===== src/hw/rtl/rle_pkg.sv =====
// shared types and constants for the byte run-length encoder
// no dependencies

package rle_pkg;

  localparam logic [7:0] RunCap    = 8'd255;
  localparam logic [7:0] MinPacked = 8'd4;
  localparam logic [7:0] Marker    = 8'hFF;
  localparam logic [7:0] Escape    = 8'h00;

  // depth of the run queue between front and back
  localparam int unsigned QDepth = 2;

  // one closed run, waiting to be expanded into output bytes
  typedef struct packed {
    logic [7:0] value;
    logic [7:0] len;
    logic       done;   // last run caused by its input beat
    logic       last;   // last run of the stream
  } desc_t;

  typedef struct packed {
    logic  valid;
    desc_t desc;
  } push_t;

endpackage


===== src/hw/rtl/rle_in_if.sv =====
// input channel of the byte run-length encoder
// no dependencies

interface rle_in_if;
  logic       valid;
  logic       ready;
  logic [7:0] in_byte;
  logic       in_last;

  modport source (output valid, output in_byte, output in_last, input ready);
  modport sink   (input valid, input in_byte, input in_last, output ready);
endinterface


===== src/hw/rtl/rle_out_if.sv =====
// output channel of the byte run-length encoder
// no dependencies

interface rle_out_if;
  logic       valid;
  logic       ready;
  logic [7:0] out_byte;
  logic       item_done;
  logic       stream_end;

  modport source (output valid, output out_byte, output item_done, output stream_end,
                  input ready);
  modport sink   (input valid, input out_byte, input item_done, input stream_end,
                  output ready);
endinterface


===== src/hw/rtl/rle_front.sv =====
// front end: tracks the open run and emits closed runs into the queue
// depends on rle_pkg, rle_in_if

module rle_front (
  input  logic              clk_i,
  input  logic              rst_ni,
  rle_in_if.sink            in_ch_i,
  input  logic              full_i,
  output rle_pkg::push_t    push_o
);

  logic [7:0]     val_q, len_q;
  logic           pend_q;
  rle_pkg::desc_t pend_desc_q;

  logic           accept, cont, has_old, has_new;
  logic [7:0]     new_len;
  rle_pkg::desc_t old_desc, new_desc;

  always_comb begin
    in_ch_i.ready = !pend_q && !full_i;
    accept  = in_ch_i.valid && in_ch_i.ready;
    cont    = (len_q != 8'd0) && (in_ch_i.in_byte == val_q) && (len_q < rle_pkg::RunCap);
    new_len = cont ? len_q + 8'd1 : 8'd1;
    has_old = !cont && (len_q != 8'd0);
    // cap close and stream end close the new run; they never both add a run
    has_new = (new_len == rle_pkg::RunCap) || in_ch_i.in_last;

    old_desc.value = val_q;
    old_desc.len   = len_q;
    old_desc.done  = !has_new;
    old_desc.last  = 1'b0;

    new_desc.value = in_ch_i.in_byte;
    new_desc.len   = new_len;
    new_desc.done  = 1'b1;
    new_desc.last  = in_ch_i.in_last;

    if (pend_q) begin
      push_o.valid = !full_i;
      push_o.desc  = pend_desc_q;
    end else begin
      push_o.valid = accept && (has_old || has_new);
      push_o.desc  = has_old ? old_desc : new_desc;
    end
  end

  always_ff @(posedge clk_i or negedge rst_ni) begin
    if (!rst_ni) begin
      val_q  <= 8'd0;
      len_q  <= 8'd0;
      pend_q <= 1'b0;
    end else if (accept) begin
      if (has_new) begin
        len_q <= 8'd0;
        val_q <= in_ch_i.in_last ? 8'd0 : in_ch_i.in_byte;
      end else begin
        len_q <= new_len;
        val_q <= in_ch_i.in_byte;
      end
      pend_q <= has_old && has_new;
    end else if (pend_q && !full_i) begin
      pend_q <= 1'b0;
    end
  end

  always_ff @(posedge clk_i) begin
    if (accept) begin
      pend_desc_q <= new_desc;
    end
  end

endmodule


===== src/hw/rtl/rle_queue.sv =====
// short run queue between front and back
// depends on rle_pkg

module rle_queue #(
  parameter int unsigned Depth = rle_pkg::QDepth
) (
  input  logic           clk_i,
  input  logic           rst_ni,
  input  rle_pkg::push_t push_i,
  output logic           full_o,
  output logic           head_valid_o,
  output rle_pkg::desc_t head_o,
  input  logic           pop_i
);

  localparam int unsigned PtrW = (Depth > 1) ? $clog2(Depth) : 1;
  localparam int unsigned CntW = $clog2(Depth + 1);

  rle_pkg::desc_t        mem_q [Depth];
  logic [PtrW-1:0]       wr_ptr_q, rd_ptr_q;
  logic [CntW-1:0]       cnt_q;
  logic                  do_push, do_pop;

  always_comb begin
    full_o       = (cnt_q == CntW'(Depth));
    head_valid_o = (cnt_q != '0);
    head_o       = mem_q[rd_ptr_q];
    do_push      = push_i.valid && !full_o;
    do_pop       = pop_i && head_valid_o;
  end

  always_ff @(posedge clk_i or negedge rst_ni) begin
    if (!rst_ni) begin
      wr_ptr_q <= '0;
      rd_ptr_q <= '0;
      cnt_q    <= '0;
    end else begin
      if (do_push) begin
        wr_ptr_q <= (wr_ptr_q == PtrW'(Depth - 1)) ? '0 : wr_ptr_q + PtrW'(1);
      end
      if (do_pop) begin
        rd_ptr_q <= (rd_ptr_q == PtrW'(Depth - 1)) ? '0 : rd_ptr_q + PtrW'(1);
      end
      if (do_push && !do_pop) begin
        cnt_q <= cnt_q + CntW'(1);
      end else if (do_pop && !do_push) begin
        cnt_q <= cnt_q - CntW'(1);
      end
    end
  end

  always_ff @(posedge clk_i) begin
    if (do_push) begin
      mem_q[wr_ptr_q] <= push_i.desc;
    end
  end

endmodule


===== src/hw/rtl/rle_back.sv =====
// back end: expands each queued run into output beats
// depends on rle_pkg, rle_out_if

module rle_back (
  input  logic           clk_i,
  input  logic           rst_ni,
  input  logic           head_valid_i,
  input  rle_pkg::desc_t head_i,
  output logic           pop_o,
  rle_out_if.source      out_ch_o
);

  logic [2:0] idx_q;
  logic       valid_q, done_q, end_q;
  logic [7:0] byte_q;

  logic       packed_run, esc, is_last, load;
  logic [2:0] total;
  logic [7:0] cur_byte;

  always_comb begin
    packed_run = (head_i.len >= rle_pkg::MinPacked);
    esc        = (head_i.value == rle_pkg::Marker);
    if (packed_run) begin
      total = 3'd3;
    end else if (esc) begin
      total = {head_i.len[1:0], 1'b0};
    end else begin
      total = {1'b0, head_i.len[1:0]};
    end
    is_last = (idx_q == total - 3'd1);

    if (packed_run) begin
      if (idx_q == 3'd0) begin
        cur_byte = rle_pkg::Marker;
      end else if (idx_q == 3'd1) begin
        cur_byte = head_i.len;
      end else begin
        cur_byte = head_i.value;
      end
    end else begin
      // escaped literal: odd positions carry the escape byte
      cur_byte = (esc && idx_q[0]) ? rle_pkg::Escape : head_i.value;
    end

    load  = head_valid_i && (!valid_q || out_ch_o.ready);
    pop_o = load && is_last;

    out_ch_o.valid      = valid_q;
    out_ch_o.out_byte   = byte_q;
    out_ch_o.item_done  = done_q;
    out_ch_o.stream_end = end_q;
  end

  always_ff @(posedge clk_i or negedge rst_ni) begin
    if (!rst_ni) begin
      valid_q <= 1'b0;
      idx_q   <= 3'd0;
    end else if (load) begin
      valid_q <= 1'b1;
      idx_q   <= is_last ? 3'd0 : idx_q + 3'd1;
    end else if (out_ch_o.ready) begin
      valid_q <= 1'b0;
    end
  end

  always_ff @(posedge clk_i) begin
    if (load) begin
      byte_q <= cur_byte;
      done_q <= head_i.done && is_last;
      end_q  <= head_i.last && is_last;
    end
  end

endmodule


===== src/hw/rtl/rle_byte_encoder_unit.sv =====
// byte run-length encoder with escaped marker: front, run queue and back
// data path: each closed run is written into the run queue, then expanded into the output register
// throughput: one output beat per cycle while output is ready; one input beat per cycle,
//   except while the queue is full or the stream's last run waits pending behind the old run
// reset: asynchronous, active low; clears the open run, queue and output register
// depends on rle_pkg, rle_in_if, rle_out_if, rle_front, rle_queue, rle_back

module rle_byte_encoder_unit #(
  parameter int unsigned QDepth = rle_pkg::QDepth
) (
  input  logic      clk_i,
  input  logic      rst_ni,
  rle_in_if.sink    in_ch_i,
  rle_out_if.source out_ch_o
);

  // closed runs travel as descriptors (value, length, flags) so the front
  // waits on the byte-by-byte expansion in the back only when the queue is full
  rle_pkg::push_t push;
  rle_pkg::desc_t head;
  logic           full, head_valid, pop;

  // front: run tracking, closes runs on change, cap and stream end
  rle_front u_front (
    .clk_i   (clk_i),
    .rst_ni  (rst_ni),
    .in_ch_i (in_ch_i),
    .full_i  (full),
    .push_o  (push)
  );

  // queue: lets the front keep taking beats while a long expansion drains
  rle_queue #(
    .Depth (QDepth)
  ) u_queue (
    .clk_i        (clk_i),
    .rst_ni       (rst_ni),
    .push_i       (push),
    .full_o       (full),
    .head_valid_o (head_valid),
    .head_o       (head),
    .pop_i        (pop)
  );

  // back: marker/count/value or literals with escapes, into the output register
  rle_back u_back (
    .clk_i        (clk_i),
    .rst_ni       (rst_ni),
    .head_valid_i (head_valid),
    .head_i       (head),
    .pop_o        (pop),
    .out_ch_o     (out_ch_o)
  );

endmodule


===== src/flat_wrapper.sv =====
// flat-port wrapper written by rule: the top's interface ports become plain ports
module rle_byte_encoder_unit_flat 
#(
  parameter int unsigned QDepth = rle_pkg::QDepth
)
  (clk_i, rst_ni, in_ch_i_valid, in_ch_i_in_byte, in_ch_i_in_last, in_ch_i_ready, out_ch_o_valid, out_ch_o_out_byte, out_ch_o_item_done, out_ch_o_stream_end, out_ch_o_ready);
  rle_in_if in_ch_i_i ();
  rle_out_if out_ch_o_i ();
  input  logic clk_i;
  input  logic rst_ni;
  input wire logic [$bits(in_ch_i_i.valid)-1:0] in_ch_i_valid;
  input wire logic [$bits(in_ch_i_i.in_byte)-1:0] in_ch_i_in_byte;
  input wire logic [$bits(in_ch_i_i.in_last)-1:0] in_ch_i_in_last;
  output wire logic [$bits(in_ch_i_i.ready)-1:0] in_ch_i_ready;
  output wire logic [$bits(out_ch_o_i.valid)-1:0] out_ch_o_valid;
  output wire logic [$bits(out_ch_o_i.out_byte)-1:0] out_ch_o_out_byte;
  output wire logic [$bits(out_ch_o_i.item_done)-1:0] out_ch_o_item_done;
  output wire logic [$bits(out_ch_o_i.stream_end)-1:0] out_ch_o_stream_end;
  input wire logic [$bits(out_ch_o_i.ready)-1:0] out_ch_o_ready;
  assign in_ch_i_i.valid = in_ch_i_valid;
  assign in_ch_i_i.in_byte = in_ch_i_in_byte;
  assign in_ch_i_i.in_last = in_ch_i_in_last;
  assign in_ch_i_ready = in_ch_i_i.ready;
  assign out_ch_o_valid = out_ch_o_i.valid;
  assign out_ch_o_out_byte = out_ch_o_i.out_byte;
  assign out_ch_o_item_done = out_ch_o_i.item_done;
  assign out_ch_o_stream_end = out_ch_o_i.stream_end;
  assign out_ch_o_i.ready = out_ch_o_ready;
  rle_byte_encoder_unit #(.QDepth(QDepth)) u_core (.clk_i(clk_i), .rst_ni(rst_ni), .in_ch_i(in_ch_i_i), .out_ch_o(out_ch_o_i));
endmodule

===== config.mk =====
export PLATFORM = sky130hd
export DESIGN_NAME = rle_byte_encoder_unit_flat
export DESIGN_NICKNAME = d
export VERILOG_FILES = /design/src/hw/rtl/rle_pkg.sv /design/src/hw/rtl/rle_in_if.sv /design/src/hw/rtl/rle_out_if.sv /design/src/hw/rtl/rle_front.sv /design/src/hw/rtl/rle_queue.sv /design/src/hw/rtl/rle_back.sv /design/src/hw/rtl/rle_byte_encoder_unit.sv /design/src/flat_wrapper.sv
export SDC_FILE = /design/constraint.sdc
export NUM_CORES = 1
export LEC_CHECK = 0
export CORE_MARGIN = 8
export CORE_UTILIZATION = 45
export CTS_CLUSTER_DIAMETER = 150
export CTS_CLUSTER_SIZE = 10
export DETAILED_ROUTE_END_ITERATION = 10
export DONT_BUFFER_PORTS = 1
export PLACE_DENSITY = 0.68
export SLEW_MARGIN = 20
export SYNTH_ARGS = -nofsm -noshare
export SYNTH_HDL_FRONTEND = slang
export SYNTH_SLANG_ARGS = --single-unit

===== constraint.sdc =====
create_clock -name clk_i -period 4.17 [get_ports clk_i]
set_clock_uncertainty 0.2 [all_clocks]
set_input_delay 0.2085 -clock clk_i [delete_from_list [all_inputs] [get_ports clk_i]]
set_output_delay 0.2085 -clock clk_i [all_outputs]
set_load 0.05 [all_outputs]

Word level (Yosys, flattened, before mapping)

Memory sizes are Yosys's and may differ from the RTL's.
Index checks and enable logic that the tools add are counted.

Add/subtract/negate cells: 7
Multipliers: 0
Div/mod/pow operators: 0
$lt $le $gt $ge: 2
Equality and inequality tests: 6
Shifts and indexed selects: 0
Muxes and demuxes: 23
Bitwise logic cells: 0
Reduce and logical (&&, ||, !) cells: 33

Operators with widths:

| operator                                            | count |
|---|---|
| two-way mux 8 bit                                   | 8 |
| two-way mux 19 bit                                  | 1 |
| two-way mux 18 bit                                  | 1 |
| logical AND 1 bit                                   | 17 |
| equality test 8 bit, second input constant          | 2 |
| two-way mux 3 bit                                   | 3 |
| adder 8 x 1 -> 8 bit, second input constant         | 1 |
| equality test 8 bit                                 | 1 |
| >= comparator 8 x 3 -> 1 bit, second input constant | 1 |
| < comparator 8 bit, second input constant           | 1 |
| two-way mux 1 bit                                   | 8 |
| nonzero test 2 bit                                  | 4 |
| nonzero test 8 bit                                  | 1 |
| logical NOT 1 bit                                   | 7 |
| two-way mux 2 bit                                   | 2 |
| adder 3 x 1 -> 3 bit, second input constant         | 1 |
| equality test 3 x 1 -> 1 bit, second input constant | 1 |
| equality test 3 bit                                 | 1 |
| logical NOT 3 bit                                   | 1 |
| logical OR 1 bit                                    | 3 |
| subtractor 3 x 1 -> 3 bit, second input constant    | 1 |
| adder 1 bit, second input constant                  | 2 |
| adder 2 x 1 -> 2 bit, second input constant         | 1 |
| equality test 2 bit, second input constant          | 1 |
| subtractor 2 x 1 -> 2 bit, second input constant    | 1 |

Register bits after elaboration: 52
Latch bits: 0
Bits in writable memories: 36
ROM bits: 0
Bits of input ports: 13
Logic and storage cells: 86
Memories: 1

Memories:

| name                 | words | bits a word | read ports | clocked after Yosys merged registers in | write ports | RTL line        | RTL |
|---|---|---|---|---|---|---|---|
| u_core.u_queue.mem_q | 2     | 18          | 1          | 0                                       | 1           | rle_queue.sv:19 | `rle_pkg::desc_t mem_q [Depth];` |

Logic depth before layout (Yosys ltp)

Depth after elaboration: 14
Gate-level depth with buffers: 17

Hierarchy

A second synthesis with hierarchy kept.

Cells, all modules: 361
Area total of the unflattened synthesis: 4449.3 um^2

By module, submodules not included:

| module    | times used | cells an instance | area an instance (um^2) |
|---|---|---|---|
| rle_front | 1          | 210               | 2064.5 |
| rle_queue | 1          | 75                | 1549.0 |
| rle_back  | 1          | 76                | 835.8 |

Worst setup path after synthesis

Ideal clock, no wire load.

Kind: register -> register
Start: reg u_core.u_queue.rd_ptr_q
End: reg u_core.u_queue.cnt_q[1]
Setup time: 0.079 ns
Data arrival time: 3.084 ns
Slack: 0.807 ns
Cell stages (with the launch flop): 18
Buffers on the path: 1
Clock period less this slack: 3.363 ns
Path through: dfrtp_1 -> buf_4 -> nor2b_1 -> nand4_1 -> a22oi_1 -> mux2i_1 -> nor2_1 -> ha_1 -> xnor2_1 -> nand2_1 -> nor3b_1 -> a32oi_1 -> a31oi_1 -> nand2_1 -> ha_1 -> xor2_1 -> nor2_1 -> xor2_1

Longest elaborated chain between the ends: 11
Elaborated cells on any way between the ends: 14
Classes of those cells: add/sub: 1; order compare: 1; eq/ne: 2; mux: 3; reduce/logical: 6; memory: 1

RTL lines:

| element                                                                              | RTL line        | RTL |
|---|---|---|
| start, declared                                                                      | rle_queue.sv:20 | `logic [PtrW-1:0] wr_ptr_q, rd_ptr_q;` |
| start signal, assigned                                                               | rle_queue.sv:42 | `rd_ptr_q <= (rd_ptr_q == PtrW'(Depth - 1)) ? '0 : rd_ptr_q + PtrW'(1);` |
| memory read (2 x 18 bit) (*)                                                         | n/a             |  |
| parallel branches: the longest is 2 deep, another holds >= comparator 8 x 3 -> 1 bit | n/a             |  |
| two-way mux 3 bit (*)                                                                | rle_back.sv:24  | `if (packed_run) begin` |
| subtractor 3 x 1 -> 3 bit (*)                                                        | rle_back.sv:31  | `is_last = (idx_q == total - 3'd1);` |
| equality test 3 bit (*)                                                              | rle_back.sv:31  |  |
| logical AND 1 bit (*)                                                                | rle_back.sv:47  | `pop_o = load && is_last;` |
| logical AND 1 bit (*)                                                                | rle_queue.sv:29 | `do_pop = pop_i && head_valid_o;` |
| logical NOT 1 bit                                                                    | rle_queue.sv:44 | `if (do_push && !do_pop) begin` |
| logical AND 1 bit                                                                    | rle_queue.sv:44 |  |
| two-way mux 2 bit or nonzero test 2 bit (tied branches)                              | n/a             |  |
| end signal, assigned                                                                 | rle_queue.sv:45 | `cnt_q <= cnt_q + CntW'(1);` |
| end signal, assigned                                                                 | rle_queue.sv:47 | `cnt_q <= cnt_q - CntW'(1);` |
| end, declared                                                                        | rle_queue.sv:21 | `logic [CntW-1:0] cnt_q;` |

Every way passes the cells marked *.
A chain may end at the register's enable or synchronous reset.

Worst setup path after layout

Same ends and word-level chain as after synthesis.

==> flow_summary.toml <==
[outcome]
status = "finished clean"

[power]
ir_drop_uv = 288
netSwitchingFraction = 0.394
internal_power_w = 0.00202
p_per_area_nw_per_um2 = 677
switchingPower_w = 0.00132
seqPwrFrac = 0.507
clockPowerShare = 0.163
p_leak_nw = 1.77
combPwrFrac = 0.330

[route]
first_pass_iters = 5
drcViolationCount = 0
wl_mm = 8.59
via_per_inst = 5.34
wire_per_inst_um = 15.7
dr_total_vias = 2922
drtIter0Drc = 246
ant_nets = 0

[clock_tree]
cts.sinks = 88
worstSkewPairLatency_ns = 0.35
htreeDepth = 3
postCtsSetupRepairBufs = 0
cts_tree = "done"
cts_root_buffer = "clkbuf_8"
numCtsBuffers = 9
cts.clk_slew.worst_paths_ns = 0.09
cts_buffer_depth = 2

[yosys]
ys_top_cells_by_count = "63 x edfxtp_1, 43 x nand2_1, 32 x o21ai_0, 28 x nor2_1, 25 x dfrtp_1"
synthesis.area_sq_um = 4480
synth_compound_area_frac = 0.120
synth_top_area_frac = 0.423
synth_top_family_by_area = "simple AND/OR/NAND/NOR gates"
async_flop_share = 0.284
yosysSeqAreaShare = 0.562
synthSimpleGateAreaFrac = 0.153
synth.avg_cell_area_sq_um = 11.2
ys_seq_elements = 88
yosys_warnings = 0
synth_cell_types = 51
ys.flop_type = "edfxtp_1"
synth_top_cell_by_area = "edfxtp_1"
synth_xor_area_frac = 0.0509
synth_mux_area_frac = 0.0646
synth_edf_count = 63
yosysMostFrequentCell = "edfxtp_1"
synth_cells = 398
synth_fa_ha_area_frac = 0.0196
syn-num-nets = 418
ys_top_cells_by_area = "edfxtp_1 42%, dfrtp_1 14%, mux2i_1 4.7%"

[global_routing]
grt_max_degree = 39
grt_pass1_wl_mm = 14.6
busiest_layer = "met2"
met1_usage = 0.180
antenna_found_initial = 0
grt_util_met3 = 0.0438
grt_pass1_vias = 2928
grt_overflow = 0
gr-usage-met2 = 0.219
grt_usage = 0.139

[min_path]
hp-class = "in -> reg"

[cells_and_area]
seqCellArea_sq_um = 2520
area.growth.synth_to_final_pct = 10.1
fill_cells = 875
num_antenna_cells = 0
drive_gt1_frac = 0.0845
final_nets = 429
multi_input_area_sq_um = 1830

[timing]
hold_viol_final = 0
finalWorstSetupSlack_ns = 0.429
rsz0062_at_grt = "false"
finalSetupViolations = 0
max_freq_ghz = 0.267
slew_headroom = 0.352
setup_tns_ns = 0
worst_pin_slew_ns = 0.969
period_needed_ns = 3.74
period_share = 0.897
maxSlewViolCount = 0

[placed_design]
place.gp.congestion = 0.864
dp_slack_ns = 0.402
dp_hpwl_mm = 6.04
io_buffers = 0

[setup_path]
worstPathRequired_ns = 4.25
cp-end-kind = "flop"
start_kind = "flop"
crit_type = "reg -> reg"
path_max_fanout = 12
cp.arrival_ns = 3.82

[floorplan]
io_pins = 25
rows = 36
die_area_sq_um = 13400
core_sq_um = 9730
initial_utilization = 0.460
die_h_um = 116
dieWidth_um = 116

[flow_run]
cap_violations = 0
-- critical path: stages (launching register included) --
cell and delay [ns]:
dfrtp_1 0.52, buf_4 0.25, nor3b_1 0.16, a22oi_1 0.43
a21oi_1 0.12, ha_1 0.26, xnor2_1 0.24, nand2_1 0.11
nor3b_1 0.20, a32oi_1 0.18, a31oi_1 0.29, nand2_1 0.08
ha_1 0.32, nor2_1 0.14, xor2_1 0.15
-- power by group through the flow --
stage	Combinational (W)	Sequential, W	Clock (W)
2_1_floorplan	0.000873	0.00164	0
3_3_place_gp	0.00105	0.00170	0
3_5_place_dp	0.00107	0.00171	0
4_1_cts	0.00110	0.00169	0.000568
5_1_grt	0.00123	0.00172	0.000603
6_report	0.00110	0.00169	0.000543
-- layout by cell type, fill, tap and decap left out, types with 7 or more instances in the layout --
cell type | Yosys | layout
a21oi_1 | 19 | 19
nand2_1 | 43 | 43
mux2_2 | 7 | 7
xor2_1 | 14 | 14
nor2_1 | 28 | 28
edfxtp_1 | 63 | 63
dlygate4sd3_1 | 0 | 12
dfrtp_1 | 25 | 25
o21ai_0 | 32 | 32
ha_1 | 7 | 7
mux2i_1 | 21 | 21
o22ai_1 | 7 | 7
clkbuf_8 | 0 | 9
inv_1 | 12 | 12
nand3_1 | 14 | 14
nand4_1 | 8 | 8
xnor2_1 | 12 | 12
-- routing by layer --
metal	wire, um	vias up
met1	4140	1385
met3	374	6
met5	0	-
met2	4020	63
met4	57	0
li1	-	1468
-- cell type report --
type                    count  area share
multi-input cells         278       0.372
repair buffers             18      0.0361
clock buffers              11      0.0267
inverters                  14      0.0107
clock inverters             5     0.00965
well taps                 133      0.0338
flip-flops and latches     88       0.511
-- cells by family (layout without fill, tap and decap cells) --
kind of cell               count (synthesis)  after routing
DFF                                       88             88
xor gates and xnor gates                  26             26
AOI/OAI and AO/OA                         86             86
buffers and inverters                     32             48
adders and majority gates                  7              7
and+or+nand+nor                          131            131
muxes                                     28             28
-- state kept, by name (all words and copies together), names as in the netlist --
name and count:
u_core.u_back.out_ch_o.item_done 1, u_core.u_queue.wr_ptr_q 1, u_core.u_queue.rd_ptr_q 1, u_core.u_front.pend_desc_q 17, u_core.u_front.val_q 8, u_core.u_queue.mem_q 36, u_core.u_back.out_ch_o.valid 1, u_core.u_back.out_ch_o.out_byte 8
u_core.u_back.idx_q 3, u_core.u_front.len_q 8, u_core.u_back.out_ch_o.stream_end 1, u_core.u_queue.cnt_q 2, u_core.u_front.pend_q 1
-- through the flow --
| stage | instances | hold WS (ns) | power (W) | area (sq um) | util |
|---|---|---|---|---|---|
| global route | 547 | 0.0421 | 0.00355 | 4930 | 0.506 |
| detailed placement | 518 | -0.286 | 0.00279 | 4600 | 0.473 |
| global placement | 518 | -0.286 | 0.00275 | 4600 | 0.473 |
| CTS | 547 | 0.0147 | 0.00336 | 4920 | 0.506 |
| floorplan | 398 | -0.287 | 0.00252 | 4480 | - |
| finish | 547 | 0.0513 | 0.00334 | 4930 | 0.506 |
-- worst paths after layout --
check                                   startpoint                           to  slack, ns  cells past startpoint
max                        u_core.u_queue.rd_ptr_q      u_core.u_queue.cnt_q[1]       0.43                     14
min in group asynchronous                   rst_ni       u_core.u_back.idx_q[2]       0.09                      2
min                             in_ch_i_in_byte[0]  u_core.u_queue.mem_q[0][10]       0.05                      2
max reg2reg                u_core.u_queue.rd_ptr_q      u_core.u_queue.cnt_q[1]       0.43                     14
min reg2reg                u_core.u_queue.cnt_q[1]      u_core.u_queue.cnt_q[1]       0.31                      1
max in group asynchronous                   rst_ni      u_core.u_front.val_q[1]       3.50                      2
-- repair_timing --
| action | 4_1_cts | 5_1_grt |
|---|---|---|
| hold buffers | 13 | 0 |
| endpoints found under the setup margin | 0 | 1 |
| resized for setup | 0 | 1 |
| endpoints found under the hold margin | 49 | 0 |
(Power assumes the default switching activity.)
